===== src/rtl/cmb_pkg.sv =====
// Package for the clipped mask blit block: screen geometry, field widths,
// register indexes and the stage payload type. No dependencies.
`timescale 1ns / 1ps
`default_nettype none

package cmb_pkg;

   localparam int SCREEN_WIDTH  = 320;
   localparam int SCREEN_HEIGHT = 200;
   localparam int MAX_SRC_SIZE  = 1024;

   localparam int PIXEL_W = 8;
   localparam int COUNT_W = 10;
   localparam int SIZE_W  = 11;
   localparam int POS_W   = 12;
   localparam int ADDR_W  = 16;
   localparam int CSR_IDX_W  = 3;
   localparam int CSR_DATA_W = 11;
   localparam int RSP_DATA_W = 32;

   localparam logic [CSR_IDX_W-1:0] REG_SRC_WIDTH   = 3'd0;
   localparam logic [CSR_IDX_W-1:0] REG_SRC_HEIGHT  = 3'd1;
   localparam logic [CSR_IDX_W-1:0] REG_DEST_X      = 3'd2;
   localparam logic [CSR_IDX_W-1:0] REG_DEST_Y      = 3'd3;
   localparam logic [CSR_IDX_W-1:0] REG_FILL_COLOUR = 3'd4;

   typedef struct packed {
      logic [PIXEL_W-1:0]    pixel;
      logic signed [POS_W-1:0] pos_x;
      logic signed [POS_W-1:0] pos_y;
      logic                  last;
   } stage_type;

   function automatic logic [SIZE_W-1:0] eff_size(input logic [SIZE_W-1:0] size);
      logic [SIZE_W-1:0] result;
      if (size == '0) begin
         result = SIZE_W'(1);
      end else if (size > SIZE_W'(MAX_SRC_SIZE)) begin
         result = SIZE_W'(MAX_SRC_SIZE);
      end else begin
         result = size;
      end
      return result;
   endfunction

endpackage

`default_nettype wire


===== src/rtl/clipped_mask_blit_top.sv =====
// Top level of the clipped mask blit: pixel counters, input stage and result stage.
// Depends on cmb_pkg for geometry, widths, register indexes and the stage type.
//
// Usage: source pixels of a rectangle enter on the req_ channel, one beat per
// pixel in row-major order. Every accepted beat yields exactly one beat on
// the rsp_ channel carrying write enable, frame buffer address and data, with
// rsp_tlast marking the final pixel of the rectangle. Transparent and
// off-screen pixels come out with write enable low and zero address and data.
// The user must write registers on the csr_ channel only while the block is idle;
// the block does not enforce this. The csr_ channel is always ready.
// An accepted request beat passes the input stage and result registers to its response beat.
// Throughput is one pixel per cycle through the two-register pipeline while rsp_tready holds.
// Reset clears the counters and both stage valid bits and restores the
// register defaults (1x1 rectangle at the origin, fill color zero). When the
// receiver stalls, the result register holds its beat and the input stage
// keeps accepting until it is full too; no beat is lost or repeated.
`timescale 1ns / 1ps
`default_nettype none

module clipped_mask_blit_top (
   input  wire logic                                clock,
   input  wire logic                                reset,
   input  wire logic                                req_tvalid,
   output logic                                     req_tready,
   input  wire logic [cmb_pkg::PIXEL_W-1:0]         req_tdata,  // [7:0] src_pixel
   output logic                                     rsp_tvalid,
   input  wire logic                                rsp_tready,
   output logic [cmb_pkg::RSP_DATA_W-1:0]           rsp_tdata,  // [0] write_enable,
                                                                // [16:1] write_address,
                                                                // [24:17] write_data,
                                                                // [31:25] zero
   output logic                                     rsp_tlast,
   input  wire logic                                csr_valid,
   output logic                                     csr_ready,
   input  wire logic [cmb_pkg::CSR_IDX_W-1:0]       csr_index,
   input  wire logic [cmb_pkg::CSR_DATA_W-1:0]      csr_data
);

   logic [cmb_pkg::SIZE_W-1:0]         src_width_ff;
   logic [cmb_pkg::SIZE_W-1:0]         src_height_ff;
   logic signed [cmb_pkg::SIZE_W-1:0]  dest_x_ff;
   logic signed [cmb_pkg::SIZE_W-1:0]  dest_y_ff;
   logic [cmb_pkg::PIXEL_W-1:0]        fill_colour_ff;

   logic [cmb_pkg::COUNT_W-1:0]        column_ff;
   logic [cmb_pkg::COUNT_W-1:0]        column_in;
   logic [cmb_pkg::COUNT_W-1:0]        row_ff;
   logic [cmb_pkg::COUNT_W-1:0]        row_in;

   logic                               s1_valid_ff;
   cmb_pkg::stage_type                 s1_ff;
   cmb_pkg::stage_type                 s1_in;
   logic                               s2_valid_ff;
   logic [cmb_pkg::RSP_DATA_W-1:0]     s2_data_ff;
   logic [cmb_pkg::RSP_DATA_W-1:0]     s2_data_in;
   logic                               s2_last_ff;

   logic                               req_fire;
   logic                               s2_ready;
   logic                               s1_move;
   logic [cmb_pkg::SIZE_W-1:0]         width_eff;
   logic [cmb_pkg::SIZE_W-1:0]         height_eff;
   logic                               row_end;
   logic                               rect_last;

   logic                               on_screen;
   logic                               write_enable;
   logic [cmb_pkg::ADDR_W-1:0]         write_address;
   logic [cmb_pkg::PIXEL_W-1:0]        write_data;
   logic [cmb_pkg::SIZE_W-1:0]         col_u;
   logic [cmb_pkg::SIZE_W-1:0]         row_u;

   assign csr_ready  = 1'b1;
   assign s2_ready   = !s2_valid_ff || rsp_tready;
   assign req_tready = !s1_valid_ff || s2_ready;
   assign req_fire   = req_tvalid && req_tready;
   assign s1_move    = s1_valid_ff && s2_ready;

   assign rsp_tvalid = s2_valid_ff;
   assign rsp_tdata  = s2_data_ff;
   assign rsp_tlast  = s2_last_ff;

   always_comb begin
      width_eff  = cmb_pkg::eff_size(src_width_ff);
      height_eff = cmb_pkg::eff_size(src_height_ff);
      row_end    = ({1'b0, column_ff} + cmb_pkg::SIZE_W'(1)) >= width_eff;
      rect_last  = row_end && (({1'b0, row_ff} + cmb_pkg::SIZE_W'(1)) >= height_eff);

      if (row_end) begin
         column_in = '0;
         row_in    = rect_last ? '0 : row_ff + cmb_pkg::COUNT_W'(1);
      end else begin
         column_in = column_ff + cmb_pkg::COUNT_W'(1);
         row_in    = row_ff;
      end

      s1_in.pixel = req_tdata;
      s1_in.pos_x = {dest_x_ff[cmb_pkg::SIZE_W-1], dest_x_ff}
                    + $signed({2'b00, column_ff});
      s1_in.pos_y = {dest_y_ff[cmb_pkg::SIZE_W-1], dest_y_ff}
                    + $signed({2'b00, row_ff});
      s1_in.last  = rect_last;
   end

   always_comb begin
      on_screen = !s1_ff.pos_x[cmb_pkg::POS_W-1] && !s1_ff.pos_y[cmb_pkg::POS_W-1]
                  && (s1_ff.pos_x < cmb_pkg::POS_W'(cmb_pkg::SCREEN_WIDTH))
                  && (s1_ff.pos_y < cmb_pkg::POS_W'(cmb_pkg::SCREEN_HEIGHT));
      write_enable = (s1_ff.pixel != '0) && on_screen;
      col_u = s1_ff.pos_x[cmb_pkg::SIZE_W-1:0];
      row_u = s1_ff.pos_y[cmb_pkg::SIZE_W-1:0];
      write_address = '0;
      write_data    = '0;
      if (write_enable) begin
         write_address = cmb_pkg::ADDR_W'(32'(row_u) * 32'(cmb_pkg::SCREEN_WIDTH)
                                          + 32'(col_u));
         write_data    = (s1_ff.pixel == cmb_pkg::PIXEL_W'(1)) ? '0 : fill_colour_ff;
      end
      s2_data_in = cmb_pkg::RSP_DATA_W'({write_data, write_address, write_enable});
   end

   always_ff @(posedge clock) begin
      if (reset) begin
         src_width_ff   <= cmb_pkg::SIZE_W'(1);
         src_height_ff  <= cmb_pkg::SIZE_W'(1);
         dest_x_ff      <= '0;
         dest_y_ff      <= '0;
         fill_colour_ff <= '0;
      end else if (csr_valid && csr_ready) begin
         case (csr_index)
            cmb_pkg::REG_SRC_WIDTH: begin
               src_width_ff <= csr_data;
            end
            cmb_pkg::REG_SRC_HEIGHT: begin
               src_height_ff <= csr_data;
            end
            cmb_pkg::REG_DEST_X: begin
               dest_x_ff <= $signed(csr_data);
            end
            cmb_pkg::REG_DEST_Y: begin
               dest_y_ff <= $signed(csr_data);
            end
            cmb_pkg::REG_FILL_COLOUR: begin
               fill_colour_ff <= csr_data[cmb_pkg::PIXEL_W-1:0];
            end
            default: begin
            end
         endcase
      end
   end

   always_ff @(posedge clock) begin
      if (reset) begin
         column_ff   <= '0;
         row_ff      <= '0;
         s1_valid_ff <= 1'b0;
         s2_valid_ff <= 1'b0;
      end else begin
         if (req_fire) begin
            column_ff <= column_in;
            row_ff    <= row_in;
         end
         if (req_tready) begin
            s1_valid_ff <= req_tvalid;
         end
         if (s2_ready) begin
            s2_valid_ff <= s1_valid_ff;
         end
      end
   end

   always_ff @(posedge clock) begin
      if (req_fire) begin
         s1_ff <= s1_in;
      end
      if (s1_move) begin
         s2_data_ff <= s2_data_in;
         s2_last_ff <= s1_ff.last;
      end
   end

endmodule

`default_nettype wire

===== config.mk =====
export PLATFORM = sky130hd
export DESIGN_NAME = clipped_mask_blit_top
export DESIGN_NICKNAME = d
export VERILOG_FILES = /design/src/rtl/cmb_pkg.sv /design/src/rtl/clipped_mask_blit_top.sv
export SDC_FILE = /design/constraint.sdc
export NUM_CORES = 1
export LEC_CHECK = 0
export BUFFER_PORTS_ARGS = -buffer_cell sky130_fd_sc_hd__buf_4
export CAP_MARGIN = 20
export CORE_MARGIN = 5
export CORE_UTILIZATION = 43
export DETAILED_ROUTE_END_ITERATION = 6
export GPL_TIMING_DRIVEN = 0
export PLACE_DENSITY_LB_ADDON = 0.15
export SLEW_MARGIN = 10
export SYNTH_ARGS = -nofsm -noshare
export SYNTH_HDL_FRONTEND = slang
export SYNTH_SLANG_ARGS = --single-unit

===== constraint.sdc =====
create_clock -name clock -period 3.7 [get_ports clock]
set_input_delay 0.185 -clock clock [delete_from_list [all_inputs] [get_ports clock]]
set_output_delay 0.185 -clock clock [all_outputs]
set_load 0.05 [all_outputs]

==> flow_metrics.tcl <==
set metrics [dict create \
    status "finished, final reports clean" \
    path_class "flop to flop" \
    maxSlewViolCount 0 \
    setup_viol 0 \
    ys_types 62 \
    synth_area_per_cell_um2 9.49 \
    clkLatencyLatePin_ns 0.42 \
    drt-pass1-iter-count 5 \
    p_leak_nw 3.38 \
    layout_commonest_cell "nand2_1" \
    syn_inst 748 \
    port_buffers 53 \
    finalNetCount 928 \
    dp_hpwl_um 11900 \
    grt-ovfl-total 0 \
    area_delta_synth_final_pct 19.1 \
    fillers 1503 \
    synthFlopType "dfxtp_1" \
    crit_arrival_ns 3.69 \
    die_h_um 138 \
    io_pins 63 \
    worst-path-max-fanout 9 \
    power_density_nw_per_um2 427 \
    cap_violations 0 \
    regToRegSetupSlack_ns 0.34 \
    routedWlPerCell_um 14.7 \
    antenna_found_initial 0 \
    regToRegEndpoint "row_ff[3]" \
    wirelength_um 15700 \
    num_vias 5508 \
    yosys_register_bits 133 \
    die_w_um 138 \
    rsz0062_at_grt "false" \
    yosysWarnings 0 \
    max_slew_margin 0.472 \
    place_area_um2 7800 \
    hold_path_startpoint "csr_data[10]" \
    initial_utilization 0.433 \
    peakVddDrop_uv 324 \
    tns_ns 0 \
    clockBufferDepth 2 \
    track_usage 0.167 \
    num_rows 47 \
    crit_path_end "row_ff[3]" \
    synth_edf_count 59 \
    route.detailed.drc 0 \
    num_antenna_cells 0 \
    layout_common_cells "nand2_1, dfxtp_1, ha_1" \
    hold_ws_ns 0.0447 \
    hold_class "input port to flop" \
    avgViaCountPerCell 5.16 \
    post-route-period-util 0.909 \
    antenna_left 0 \
    r2r_start "row_ff[2]" \
    place_congestion 0.860 \
    ys_seq_area_frac 0.458 \
    cp-end-kind "flop" \
    drtIter0Drc 374 \
    htreeDepth 4 \
    worst_pin_slew_ns 0.791 \
    cts_tree "done" \
    skew_ns 0.00639 \
    hold_viol 0 \
    start_kind "flop" \
    async_reset_ff_frac 0 \
    max_clock_freq_ghz 0.297 \
    clock_sinks 133 \
    fin_crit_ns 3.36 \
    cts_buffers 17 \
    final_core_util 0.515 \
    grt_max_degree 35 \
    drive_gt1_frac 0.123 \
    crit_required_ns 4.03 \
    syn_area_um2 7100 \
    core_area_um2 16400 \
    grt_pass1_vias 5420 \
    reg2reg_depth 14 \
    die_area_um2 19200 \
    grt_first_pass_wirelength_um 26100 \
    path_clk_slew_ns 0.06 \
    cts-root-buf "clkbuf_16" \
    stdcell_area_um2 8450 \
    startpoint "row_ff[2]" \
]
-- sequential cells by signal, indices dropped and copies added (netlist names), 8 cells and up --
name / cells
src_height_ff: 11
row_ff: 10
rsp_tdata: 25
s1_ff: 11
src_width_ff: 11
fill_colour_ff: 8
dest_x_ff: 11
row_u: 11
col_u: 11
dest_y_ff: 11
column_ff: 10
-- final cells by class --
class / count / area [µm²] / share of cell area
well taps: 220 / 275 / 0.0326
flip-flops and latches: 133 / 3250 / 0.385
plain buffers: 27 / 133 / 0.0157
multi-input cells: 562 / 3620 / 0.429
inverters: 32 / 120 / 0.0142
clock buffers: 18 / 429 / 0.0508
clock inverters: 14 / 130 / 0.0154
repair buffers: 62 / 488 / 0.0577
-- synth_stat cells (all sizes together), types with 11 or more instances --
| master | count | area [µm²] |
|---|---|---|
| nand2 | 132 | 495 |
| dfxtp | 74 | 1480 |
| ha | 62 | 776 |
| a21oi | 61 | 317 |
| edfxtp | 59 | 1770 |
| nor2 | 56 | 210 |
| xnor2 | 31 | 272 |
| inv | 30 | 113 |
| o21ai | 26 | 134 |
| and3 | 20 | 125 |
| clkbuf | 18 | 67.6 |
| nand3 | 18 | 90.1 |
| nor2b | 14 | 87.6 |
| and2 | 13 | 81.3 |
| nor3 | 13 | 70.1 |
| a22oi | 11 | 82.6 |
| nor4 | 11 | 90.1 |
-- per-layer routing --
metal  routed length [µm]  track usage  vias to the layer above
met1                 7210        0.214                     2563
met2                 7480        0.281                      106
met4                  274       0.0567                        0
met3                  720       0.0352                       20
met5                    0            0                        -
li1                     -            -                     2819
-- how the worst min path moves through the flow --
stage,endpoint,slack (ns),depth (start not counted)
after floorplan,s1_ff[25],0.28,0
after global placement,s1_ff[31],0.37,1
after detailed placement,s1_ff[26],0.36,1
after CTS,dest_x_ff[10],0.03,3
after global routing,src_width_ff[8],0.04,3
final,src_width_ff[10],0.04,3
-- cells by family (layout without fill, tap and decap cells) --
group	after synthesis	in the layout	synth area share
and+or+nand+nor	296	296	0.195
buffers and inverters	59	153	0.0356
other	2	8	0.00106
xor gates and xnor gates	39	39	0.0481
DFF	133	133	0.458
muxes	10	10	0.0141
adders and majority gates	66	66	0.121
AOI/OAI and AO/OA	143	143	0.127
-- worst max-delay path, cell delays in order (launching register included) --
cell and delay, ns:
dfxtp_1 0.48, nand3_1 0.23, inv_1 0.15, nand3_1 0.13, nor2_1 0.17, xnor2_1 0.18
inv_1 0.08, ha_1 0.32, a2111oi_1 0.43, o221ai_1 0.19, a21o_1 0.23, a21oi_4 0.25
nand2b_1 0.07, buf_2 0.18, o31ai_1 0.19
-- per-stage QoR --
step / total power, mW / cells / worst slack [ns]
floorplan: 1.93 / 754 / 0.838
global placement: 2.04 / 1027 / 0.442
detailed placement: 2.05 / 1027 / 0.318
CTS: 3.64 / 1068 / 0.293
global route: 3.75 / 1068 / 0.0341
finish: 3.61 / 1068 / 0.338
-- where the power goes --
part           leakage [nW]  switching, mW  internal, mW  total (mW)
logic                  1.93          0.254         0.155       0.409
clock network         0.265          0.652         0.929        1.58
registers              1.19         0.0313          1.59        1.62
-- what timing repair did --
action / 4_1_cts / 5_1_grt
buffers inserted: 0 / 0
hold buffers: 9 / 0
hold endpoints to repair: 9 / 0
setup endpoints to repair: 0 / 1
resized for setup: 0 / 1
No activity file was read; power rests on OpenSTA's default activity.
